File: src/rtl/core/htherm_pkg.sv
// ----------------------------------------------------------------------------
// htherm_pkg: shared types and constants for the hysteresis thermostat
// Reply codes, frame position codes, character codes and reset values.
// ----------------------------------------------------------------------------
package htherm_pkg;

  typedef enum logic [2:0] {
    RK_NONE    = 3'd0,
    RK_TEMP    = 3'd1,
    RK_RELAY   = 3'd2,
    RK_SETPT   = 3'd3,
    RK_TIME    = 3'd4,
    RK_LOG     = 3'd5,
    RK_ERROR   = 3'd6
  } reply_kind_t;

  // frame position: next command character slot, or no frame open
  typedef enum logic [1:0] {
    FP_CHAR0 = 2'd0,
    FP_CHAR1 = 2'd1,
    FP_CHAR2 = 2'd2,
    FP_IDLE  = 2'd3
  } frame_pos_t;

  // configuration register indexes
  typedef enum logic [1:0] {
    CFG_MAX_TEMP   = 2'd0,
    CFG_HYSTERESIS = 2'd1,
    CFG_MIN_OFF    = 2'd2,
    CFG_VREF_SCALE = 2'd3
  } cfg_index_t;

  localparam int TempW  = 11;
  localparam int SetptW = 7;
  localparam int SecW   = 32;
  localparam int AdcW   = 10;

  localparam logic signed [TempW-1:0] MaxTempReset = 11'sd55;
  localparam logic [3:0]              HystReset    = 4'd1;
  localparam logic [15:0]             MinOffReset  = 16'd300;
  localparam logic [AdcW-1:0]         VrefReset    = 10'd495;
  localparam logic [SetptW-1:0]       SetptReset   = 7'd30;
  localparam logic signed [TempW-1:0] KelvinOffset = 11'sd273;

  localparam logic [7:0] ChFrame = 8'h66; // 'f'
  localparam logic [7:0] ChG     = 8'h67; // 'g'
  localparam logic [7:0] ChE     = 8'h65; // 'e'
  localparam logic [7:0] ChT     = 8'h74; // 't'
  localparam logic [7:0] ChO     = 8'h6F; // 'o'
  localparam logic [7:0] ChS     = 8'h73; // 's'
  localparam logic [7:0] ChI     = 8'h69; // 'i'
  localparam logic [7:0] ChM     = 8'h6D; // 'm'
  localparam logic [7:0] ChL     = 8'h6C; // 'l'
  localparam logic [7:0] Ch0     = 8'h30; // '0'
  localparam logic [7:0] Ch1     = 8'h31; // '1'
  localparam logic [7:0] Ch9     = 8'h39; // '9'

  function automatic logic is_digit(input logic [7:0] c);
    return (c >= Ch0) && (c <= Ch9);
  endfunction

endpackage

File: src/rtl/core/hysteresis_thermostat_with_command_port.sv
// ----------------------------------------------------------------------------
// hysteresis_thermostat_with_command_port: bang-bang thermostat with a
// serial command parser. Converts each sample to degrees, parses command
// frames, and switches the relay with a hysteresis band and minimum off time.
// ----------------------------------------------------------------------------
// Each input transaction passes the conversion register, then parse and thermostat
// update into the result register.
// Throughput: one transaction per cycle while the result stream is not stalled;
// the state loop (frame, setpoint, relay, on flag, off time) closes in the second stage.
// Reset (rst, synchronous, active high): no frame open, setpoint 30, relay low,
// on flag clear, off time 0, registers at their default values, pipeline empty.
module hysteresis_thermostat_with_command_port (
  input  logic        clk,
  input  logic        rst,
  // input stream
  input  logic        s_tvalid,
  output logic        s_tready,
  input  logic [55:0] s_tdata,   // char_byte[7:0], adc_sample[17:8], now_seconds[49:18]
  input  logic [0:0]  s_tuser,   // char_valid[0]
  // result stream
  output logic        m_tvalid,
  input  logic        m_tready,
  output logic [55:0] m_tdata,   // relay_level[0], temperature[11:1], setpoint_now[18:12],
                                 // heater_on[19], last_off_time[51:20]
  output logic [2:0]  m_tuser,   // reply_kind[2:0]
  // configuration write channel
  input  logic        cfg_valid,
  output logic        cfg_ready,
  input  logic [1:0]  cfg_index,
  input  logic [15:0] cfg_data
);

  localparam int TempW  = htherm_pkg::TempW;
  localparam int SetptW = htherm_pkg::SetptW;
  localparam int SecW   = htherm_pkg::SecW;
  localparam int AdcW   = htherm_pkg::AdcW;

  // --------------------------------------------------------------------------
  // Configuration registers: always ready. The user must see that they are written while
  // the block is idle; the block itself does not enforce it.
  logic signed [TempW-1:0] max_temp;
  logic [3:0]              hysteresis;
  logic [15:0]             min_off_seconds;
  logic [AdcW-1:0]         vref_scale;

  assign cfg_ready = 1'b1;

  always_ff @(posedge clk) begin
    if (rst) begin
      max_temp        <= htherm_pkg::MaxTempReset;
      hysteresis      <= htherm_pkg::HystReset;
      min_off_seconds <= htherm_pkg::MinOffReset;
      vref_scale      <= htherm_pkg::VrefReset;
    end else if (cfg_valid && cfg_ready) begin
      unique case (htherm_pkg::cfg_index_t'(cfg_index))
        htherm_pkg::CFG_MAX_TEMP:   max_temp        <= $signed(cfg_data[TempW-1:0]);
        htherm_pkg::CFG_HYSTERESIS: hysteresis      <= cfg_data[3:0];
        htherm_pkg::CFG_MIN_OFF:    min_off_seconds <= cfg_data;
        htherm_pkg::CFG_VREF_SCALE: vref_scale      <= cfg_data[AdcW-1:0];
        default: ;
      endcase
    end
  end

  // --------------------------------------------------------------------------
  // Handshake: stage 1 advances whenever the result register is free or drains.
  // --------------------------------------------------------------------------
  logic s1_valid;
  logic s1_adv;
  logic s1_proc;

  assign s1_adv   = !m_tvalid || m_tready;
  assign s1_proc  = s1_valid && s1_adv;
  assign s_tready = !s1_valid || s1_adv;

  // --------------------------------------------------------------------------
  // Stage 1: unpack and convert the sample to degrees.
  // --------------------------------------------------------------------------
  logic [2*AdcW-1:0]       adc_prod;
  logic signed [TempW-1:0] temp_in;

  assign adc_prod = s_tdata[17:8] * vref_scale;
  assign temp_in  = $signed({1'b0, adc_prod[2*AdcW-1:AdcW]}) - htherm_pkg::KelvinOffset;

  logic                    s1_char_valid;
  logic [7:0]              s1_char;
  logic signed [TempW-1:0] s1_temp;
  logic [SecW-1:0]         s1_now;

  always_ff @(posedge clk) begin
    if (rst) begin
      s1_valid <= 1'b0;
    end else if (s_tready) begin
      s1_valid <= s_tvalid;
    end
  end

  always_ff @(posedge clk) begin
    if (s_tvalid && s_tready) begin
      s1_char_valid <= s_tuser[0];
      s1_char       <= s_tdata[7:0];
      s1_temp       <= temp_in;
      s1_now        <= s_tdata[49:18];
    end
  end

  // --------------------------------------------------------------------------
  // Stage 2 state: frame parser and thermostat.
  // --------------------------------------------------------------------------
  htherm_pkg::frame_pos_t frame_pos, frame_pos_next;
  logic [7:0]             cmd0, cmd1;
  logic [SetptW-1:0]      setpoint, setpoint_next;
  logic [SecW-1:0]        off_timestamp, off_timestamp_next;
  logic                   on_flag, on_flag_next;
  logic                   relay_state, relay_state_next;
  htherm_pkg::reply_kind_t reply;

  logic                   run_cmd;
  logic                   relay_cmd;
  logic                   sp_ext_hi_gt, sp_ext_lo_lt;
  logic signed [TempW:0]  temp_ext, sp_hi, sp_lo;
  logic [SecW-1:0]        ready_time;
  logic [SetptW-1:0]      digit_sp;

  always_ff @(posedge clk) begin
    if (rst) begin
      frame_pos     <= htherm_pkg::FP_IDLE;
      setpoint      <= htherm_pkg::SetptReset;
      off_timestamp <= '0;
      on_flag       <= 1'b0;
      relay_state   <= 1'b0;
    end else if (s1_proc) begin
      frame_pos     <= frame_pos_next;
      setpoint      <= setpoint_next;
      off_timestamp <= off_timestamp_next;
      on_flag       <= on_flag_next;
      relay_state   <= relay_state_next;
    end
  end

  // store the first two command characters; the third is used as it arrives
  always_ff @(posedge clk) begin
    if (s1_proc && s1_char_valid && s1_char != htherm_pkg::ChFrame) begin
      if (frame_pos == htherm_pkg::FP_CHAR0) cmd0 <= s1_char;
      if (frame_pos == htherm_pkg::FP_CHAR1) cmd1 <= s1_char;
    end
  end

  assign digit_sp = SetptW'(cmd1[3:0]) * SetptW'(10) + SetptW'(s1_char[3:0]);

  always_comb begin
    frame_pos_next     = frame_pos;
    setpoint_next      = setpoint;
    off_timestamp_next = off_timestamp;
    on_flag_next       = on_flag;
    relay_state_next   = relay_state;
    reply              = htherm_pkg::RK_NONE;
    run_cmd            = 1'b0;
    relay_cmd          = 1'b0;

    // frame parser: 'f' always reopens, other characters fill the open slots
    if (s1_char_valid) begin
      if (s1_char == htherm_pkg::ChFrame) begin
        frame_pos_next = htherm_pkg::FP_CHAR0;
      end else begin
        unique case (frame_pos)
          htherm_pkg::FP_CHAR0: frame_pos_next = htherm_pkg::FP_CHAR1;
          htherm_pkg::FP_CHAR1: frame_pos_next = htherm_pkg::FP_CHAR2;
          htherm_pkg::FP_CHAR2: begin
            frame_pos_next = htherm_pkg::FP_IDLE;
            run_cmd        = 1'b1;
          end
          default: frame_pos_next = htherm_pkg::FP_IDLE;
        endcase
      end
    end

    // execute on the third character of the frame
    if (run_cmd) begin
      unique case (cmd0)
        htherm_pkg::ChG: begin
          if (cmd1 == htherm_pkg::ChE && s1_char == htherm_pkg::ChT) begin
            reply = htherm_pkg::RK_TEMP;
          end
        end
        htherm_pkg::ChO: begin
          if (cmd1 == htherm_pkg::Ch1 &&
              (s1_char == htherm_pkg::Ch0 || s1_char == htherm_pkg::Ch1)) begin
            relay_cmd        = 1'b1;
            relay_state_next = (s1_char == htherm_pkg::Ch1);
            reply            = htherm_pkg::RK_RELAY;
          end
        end
        htherm_pkg::ChS: begin
          if (htherm_pkg::is_digit(cmd1) && htherm_pkg::is_digit(s1_char)) begin
            setpoint_next = digit_sp;
            reply         = htherm_pkg::RK_SETPT;
          end
        end
        htherm_pkg::ChT: begin
          if (cmd1 == htherm_pkg::ChI && s1_char == htherm_pkg::ChM) begin
            reply = htherm_pkg::RK_TIME;
          end
        end
        htherm_pkg::ChL: begin
          if (cmd1 == htherm_pkg::ChO && s1_char == htherm_pkg::ChG) begin
            reply = htherm_pkg::RK_LOG;
          end
        end
        default: reply = htherm_pkg::RK_ERROR;
      endcase
    end

    // thermostat, after any command of the same transaction
    temp_ext     = {s1_temp[TempW-1], s1_temp};
    sp_hi        = $signed({5'b0, setpoint_next} + {8'b0, hysteresis});
    sp_lo        = $signed({5'b0, setpoint_next} - {8'b0, hysteresis});
    sp_ext_hi_gt = temp_ext > sp_hi;
    sp_ext_lo_lt = temp_ext < sp_lo;
    ready_time   = off_timestamp + SecW'(min_off_seconds);

    if (sp_ext_hi_gt) begin
      if (!(ready_time > s1_now) && !(s1_temp > max_temp)) begin
        on_flag_next     = 1'b1;
        relay_state_next = 1'b1;
      end
    end else if (sp_ext_lo_lt) begin
      if (on_flag) begin
        relay_state_next   = 1'b0;
        off_timestamp_next = s1_now;
        on_flag_next       = 1'b0;
      end
    end
  end

  // --------------------------------------------------------------------------
  // Result register: hold until the downstream side takes the transaction.
  // --------------------------------------------------------------------------
  always_ff @(posedge clk) begin
    if (rst) begin
      m_tvalid <= 1'b0;
    end else if (s1_adv) begin
      m_tvalid <= s1_valid;
    end
  end

  always_ff @(posedge clk) begin
    if (s1_proc) begin
      m_tdata <= {4'b0, off_timestamp_next, on_flag_next, setpoint_next,
                  s1_temp, relay_state_next};
      m_tuser <= reply;
    end
  end

  // --------------------------------------------------------------------------
  // Assertions
  // --------------------------------------------------------------------------
  // switching on always drives the relay high
  a_on_relay: assert property (@(posedge clk) disable iff (rst)
    $rose(on_flag) |-> relay_state)
    else $error("on flag set without relay high");

  // switching off drops the relay and stamps the off time
  a_off_stamp: assert property (@(posedge clk) disable iff (rst)
    $fell(on_flag) |-> (!relay_state && off_timestamp == $past(s1_now)))
    else $error("switch-off did not drop relay or record time");

  // thermostat state only moves when a transaction is processed
  a_state_hold: assert property (@(posedge clk) disable iff (rst)
    !s1_proc |=> $stable({setpoint, on_flag, relay_state, off_timestamp, frame_pos}))
    else $error("state changed without a transaction");

  // a manual relay command only comes with its reply code
  a_relay_reply: assert property (@(posedge clk) disable iff (rst)
    (s1_proc && relay_cmd) |=> (m_tuser == htherm_pkg::RK_RELAY))
    else $error("manual relay command without relay reply");

endmodule
File: config.mk
export PLATFORM = sky130hd
export DESIGN_NAME = hysteresis_thermostat_with_command_port
export DESIGN_NICKNAME = d
export VERILOG_FILES = /design/src/rtl/core/htherm_pkg.sv /design/src/rtl/core/hysteresis_thermostat_with_command_port.sv
export SDC_FILE = /design/constraint.sdc
export NUM_CORES = 1
export LEC_CHECK = 0
export BUFFER_PORTS_ARGS = -buffer_cell sky130_fd_sc_hd__buf_2
export CAP_MARGIN = 20
export CORE_MARGIN = 2
export CORE_UTILIZATION = 43
export CTS_CLUSTER_SIZE = 30
export DETAILED_ROUTE_END_ITERATION = 8
export HOLD_SLACK_MARGIN = 0.06
export PLACE_DENSITY = 0.64
export SLEW_MARGIN = 5
export SYNTH_ARGS = -nofsm -noshare
export SYNTH_HDL_FRONTEND = slang
export SYNTH_SLANG_ARGS = --single-unit
File: constraint.sdc
create_clock -name clk -period 8.29 [get_ports clk]
set_input_delay 0.829 -clock clk [delete_from_list [all_inputs] [get_ports clk]]
set_output_delay 0.829 -clock clk [all_outputs]
set_load 0.005 [all_outputs]
# Word-level counts from Yosys, hierarchy flattened
# Index checks and enable logic that the tools add are counted.
word_totals:
  ramBits: 0
  register_bits: 209
  n_memories: 0
  romBits: 0
  wordCells: 110
  latch_bits: 0
  input_bits: 80
classes:
  bitwise: 0
  n_lt_le_gt_ge: 8
  muxes: 27
  div_mod_pow: 0
  eq_ne: 21
  reduce_logical: 28
  shift: 0
  mul: 2
  add_sub_neg: 5
op_table:
  columns: ["cell", "count"]
  rows:
  - ["$eq A8 B7 Y1 const B", 12]
  - ["$mux W32", 3]
  - ["$add A32 B16 Y32", 1]
  - ["$gt A32 B32 Y1", 1]
  - ["$eq A8 B6 Y1 const B", 3]
  - ["$mux W7", 3]
  - ["$mul A10 B10 Y20", 1]
  - ["$ge A8 B6 Y1 const B", 2]
  - ["$le A8 B6 Y1 const B", 2]
  - ["$pmux W3 S5", 1]
  - ["$mux W1", 14]
  - ["$reduce_and A2 Y1", 7]
  - ["$logic_and A1 B1 Y1", 12]
  - ["$gt A11 B11 Y1", 1]
  - ["$gt A11 B9 Y1", 1]
  - ["$lt A11 B8 Y1", 1]
  - ["$sub A10 B9 Y11 const B", 1]
  - ["$add A7 B4 Y8", 1]
  - ["$ne A8 B7 Y1 const B", 1]
  - ["$sub A7 B4 Y8", 1]
  - ["$add A7 B4 Y7", 1]
  - ["$eq A2 B2 Y1 const B", 3]
  - ["$mul A4 B3 Y6 const B", 1]
  - ["$mux W2", 3]
  - ["6 further kinds", 14]

# Logic depth before layout (Yosys ltp)
depth:
  depth_word: 10
  mapped_depth: 26
  mapped_depth_nobuf: 25

# Worst setup path after synthesis
# No wires, ideal clock.
synth_timing:
  kind: "in2reg"
  startpoint: "input port s_tdata[13]"
  endpoint: "register s1_temp[10] (data pin)"
  arrival_time_ns: 6.457
  n_path_buf: 1
  path_slack_ns: 1.558
  path_stages: 26
  setup_time_ns: 0.275
  path_cell_list: "clkbuf_1 > nand2_1 > fa_1 > inv_1 > fa_1 > inv_1 > fa_1 > inv_1 > fa_1 > inv_1 > fa_1 > inv_1 > ha_1 > and3_1 > and3_1 > a221oi_1 > xnor2_1 > inv_1 > ha_1 > nand2b_1 > a311o_1 > o211ai_2 > a221oi_2 > nor3_2 > nor3_1 > a2111oi_2"
synth_between:
  elab_chain_len: 2
synth_lines:
  columns: ["item", "line", "rtl"]
  rows:
  - ["from (decl)", "hysteresis_thermostat_with_command_port.sv:18", "input logic [55:0] s_tdata,"]
  - ["$mul A10 B10 Y20", "hysteresis_thermostat_with_command_port.sv:82", "assign adc_prod = s_tdata[17:8] * vref_scale;"]
  - ["$sub A10 B9 Y11", "hysteresis_thermostat_with_command_port.sv:83", "assign temp_in = $signed({1'b0, adc_prod[2*AdcW-1:AdcW]}) - htherm_pkg::KelvinOffset;"]
  - ["via temp_in[10]", "hysteresis_thermostat_with_command_port.sv:80", "logic signed [TempW-1:0] temp_in;"]
  - ["to (signal assigned)", "hysteresis_thermostat_with_command_port.sv:102", "s1_temp <= temp_in;"]
  - ["to (decl)", "hysteresis_thermostat_with_command_port.sv:87", "logic signed [TempW-1:0] s1_temp;"]
# The timed path passes the listed nets, and every way through them passes these cells.
# A chain may end at the register's enable or synchronous reset.

# Worst setup path in the final report
layout_timing:
  startpoint: "register s1_char[1]"
  endpoint: "register m_tdata[20] (data pin)"
layout_between:
  elab_chain_len: 10
  word_cells_on_any_way: 17
layout_lines:
  columns: ["item", "line", "rtl"]
  rows:
  - ["from (decl)", "hysteresis_thermostat_with_command_port.sv:86", "logic [7:0] s1_char;"]
  - ["from (signal assigned)", "hysteresis_thermostat_with_command_port.sv:101", "s1_char <= s_tdata[7:0];"]
  - ["$ge A8 B6 Y1 / $le A8 B6 Y1 (equally long branches)", "htherm_pkg.sv:59", "return (c >= Ch0) && (c <= Ch9);"]
  - ["$logic_and A1 B1 Y1", "htherm_pkg.sv:59", null]
  - ["$logic_and A1 B1 Y1", "hysteresis_thermostat_with_command_port.sv:195", "if (htherm_pkg::is_digit(cmd1) && htherm_pkg::is_digit(s1_char)) begin"]
  - ["$mux W7", "hysteresis_thermostat_with_command_port.sv:195", null]
  - ["$mux W7", "hysteresis_thermostat_with_command_port.sv:180", "unique case (cmd0)"]
  - ["$mux W7 (*)", "hysteresis_thermostat_with_command_port.sv:179", "if (run_cmd) begin"]
  - ["via setpoint_next[1]", "hysteresis_thermostat_with_command_port.sv:112", "logic [SetptW-1:0] setpoint, setpoint_next;"]
  - ["$sub A7 B4 Y8", "hysteresis_thermostat_with_command_port.sv:217", "sp_lo = $signed({5'b0, setpoint_next} - {8'b0, hysteresis});"]
  - ["$lt A11 B8 Y1", "hysteresis_thermostat_with_command_port.sv:219", "sp_ext_lo_lt = temp_ext < sp_lo;"]
  - ["$mux W32", "hysteresis_thermostat_with_command_port.sv:227", "end else if (sp_ext_lo_lt) begin"]
  - ["$mux W32 (*)", "hysteresis_thermostat_with_command_port.sv:222", "if (sp_ext_hi_gt) begin"]
  - ["via off_timestamp_next[0]", "hysteresis_thermostat_with_command_port.sv:113", "logic [SecW-1:0] off_timestamp, off_timestamp_next;"]
  - ["to (signal assigned)", "hysteresis_thermostat_with_command_port.sv:249", "m_tdata <= {4'b0, off_timestamp_next, on_flag_next, setpoint_next,"]
  - ["to (decl)", "hysteresis_thermostat_with_command_port.sv:23", "output logic [55:0] m_tdata,"]
# The timed path passes the listed nets; every way through them passes the cells marked *.

==> run metrics <==
RR Endpoint=m_tdata[20]$_DFFE_PP_; Antenna diodes=0; pwr/cell area=320 mW/mm2; Core ar.=0.0325 mm2; average wire per standard cell=15.6 um; WL final=30.9 mm; initial antenna violation count=0; vias in the first global route=10,100; Resized cells post-CTS=0; num rows=66; Max Slew Vio Count=0; leading area contributor after synthesis=edfxtp_1; Top Ports=142; slew margin rel.=37.2%; gr usage total=17.9%; Yosys reg bits=209; most numerous cell in the Yosys netlist=nand2_1; Iteration-0 DRC Markers=486; H-Tree Depth=1; Max-Cap Viols=0; CP arrival=7060 ps; total gr overflow=0; DRC=0; Fin Clk Skew=19.2 ps; initial core utilization=43.6%; clock latency at the later pin of the worst-skew pair=510 ps; mapped cell area=0.0142 mm2; hold path depth=2; WS Path Type=reg2reg; top cells by count, synth=166 x nand2_1, 145 x ha_1, 125 x inv_1, 123 x edfxtp_1, 111 x nor2_1; Total Nets Final=1,820; Final Wtd Congestion=0.825; worst path required time=8540 ps; DR vias/cell=5.15; clock slew at reported path FFs=60 ps; top cells by area, synth=edfxtp_1 26%, ha_1 13%, dfxtp_1 12%; TritonCTS clock tree=yes; setup bufs post-CTS=0; die area=0.0344 mm2; Async SR Flop Fraction=0%; class of the worst hold path=reg2reg; fin crit share=82.2%; final hold violations=0; VDD IR max=0.346 mV; total power=5.09 mW; via count=10,200; Area growth syn-to-layout=12.2%; CTS Root Buffer Type=clkbuf_16; average cell area after synthesis=9.98 um2; largest net degree at the start of global routing=87; Fillers=3,061; Worst R2R Start=s1_char[1]$_DFFE_PP_; Setup violations, final=0; RSZ-0062 raised after global routing=no; TNS Setup=0 ps; proportion of layout cells with a drive suffix above 1=13.5%; Die W=186 um; CP Launch Type=flop; post-synth top area share=26.0%; Yosys cell types=79; Ys Warns=0; Initial DRT Pass Iterations=5; Max Freq=0.147 GHz; clk buf depth=3; number of synthesized flops with an enable pin=123; P_leak=7.27 nW; status=finished clean; Reg2Reg Depth=21; antenna violation net count after detailed routing=0; HP Start=setpoint[5]$_SDFFE_PP0P_; Post-synth top flop=edfxtp_1; R2R Setup Slk=1480 ps; Num Clock Sinks=209; sequential share of the synthesized area=38.2%; endpoint of the worst hold path=setpoint[5]$_SDFFE_PP0P_; Crit Path Max Fanout=33; cts hold-fix bufs=0; Port Buffers=130; HPWL after detailed placement=23.1 mm; Post-Syn Instances=1,421; CP endpoint kind=flop; Num CTS Buffers=23; worst slew pin tran=943 ps; final hold slack=455 ps; chip height=186 um; first-pass GRT wire length=49.7 mm; fin crit period=6810 ps
-- metal layers --
metal	global-route usage (%)	vias up	share of wire, %
li1	-	5084	-
met1	23.7	4918	46
met2	31.7	197	48
met3	1.88	40	4.3
met4	3.62	0	1.7
met5	0	-	0
-- kinds of logic after synthesis --
| kind of cell | after synthesis | synth area share (%) |
|---|---|---|
| AO/OA/AOI/OAI | 222 | 10.6 |
| XOR/XNOR | 59 | 3.64 |
| adder cells (fa/ha/maj) | 211 | 22.1 |
| buffers and inverters | 182 | 5.03 |
| flip-flops | 209 | 38.2 |
| multiplexers | 44 | 3.15 |
| other | 2 | 0.0530 |
| AND/OR/NAND/NOR | 492 | 17.3 |
-- power by group --
part | internal [mW] | switching (mW) | total [mW]
registers | 1.30 | 0.0790 | 1.38
logic | 1.20 | 1.57 | 2.77
clock network | 0.542 | 0.399 | 0.941
total | 3.04 | 2.04 | 5.09
-- final cells by class --
| cell class | count | area [um2] | share of cell area [%] |
|---|---|---|---|
| Clock buffer | 29 | 598 | 3.76 |
| Clock inverter | 13 | 93.8 | 0.590 |
| Inverter | 125 | 469 | 2.95 |
| Multi-Input combinational cell | 1033 | 8070 | 50.8 |
| Sequential cell | 209 | 5420 | 34.0 |
| Tap cell | 442 | 553 | 3.48 |
| Timing Repair Buffer | 137 | 701 | 4.41 |
-- stage by stage --
| step | instance area, um2 | utilization (%) | setup slack (ps) | cells |
|---|---|---|---|---|
| finish | 15900 | 48.9 | 1480 | 1988 |
| global route | 15900 | 48.9 | 808 | 1988 |
| CTS | 15900 | 48.8 | 1360 | 1986 |
| detailed placement | 15200 | 46.7 | 1170 | 1944 |
| global placement | 15200 | 46.7 | 1250 | 1944 |
| floorplan | 14200 | - | 1560 | 1424 |
-- worst max-delay path by stage --
stage,from,end,slack (ps),depth (start not counted)
2_1_floorplan,s_tdata[13],s1_temp[10]$_DFFE_PP_,1560,26
3_5_place_dp,s_tdata[9],s1_temp[10]$_DFFE_PP_,1170,24
6_report,s1_char[1]$_DFFE_PP_,m_tdata[20]$_DFFE_PP_,1480,21
3_3_place_gp,s_tdata[13],s1_temp[10]$_DFFE_PP_,1250,26
5_1_grt,s1_char[1]$_DFFE_PP_,m_tdata[20]$_DFFE_PP_,810,21
4_1_cts,s1_char[1]$_DFFE_PP_,m_tdata[20]$_DFFE_PP_,1360,21
-- placed cells by master (no fill, tap or decap), types with 36 or more instances in the layout --
cell and n:
nand2_1 166, ha_1 145, buf_2 130, inv_1 124, edfxtp_1 123, nor2_1 111, dfxtp_1 86, and2_1 68
fa_1 66, a21oi_1 59, o21ai_0 58, mux2i_1 39, xnor2_1 36
-- sequential cells by signal, summed over array words and instances (netlist names) --
register         flops
m_tdata             52
off_timestamp       32
s1_now              32
min_off_seconds     16
max_temp            11
s1_temp             11
vref_scale          10
cmd0                 8
cmd1                 8
s1_char              8
setpoint             7
hysteresis           4
m_tuser              3
frame_pos            2
m_tvalid             1
on_flag              1
relay_state          1
s1_char_valid        1
s1_valid             1
-- critical path, stage by stage, from the launching register on --
cell and delay (ps):
edfxtp_1 530, nor4b_1 210, nand4_1 150, nand4b_1 300, nor4_4 670, mux2i_1 520, inv_1 180, ha_1 300
inv_1 70, nor2_1 40, o21ai_0 160, nand2b_1 120, a211oi_1 390, nand2_1 200, ha_1 230, nor2_1 140
nand3_1 110, or2_2 280, o21ai_0 570, nand3_2 600, buf_4 450, mux2_2 310
Note: power is estimated with default switching activity, not from simulation.
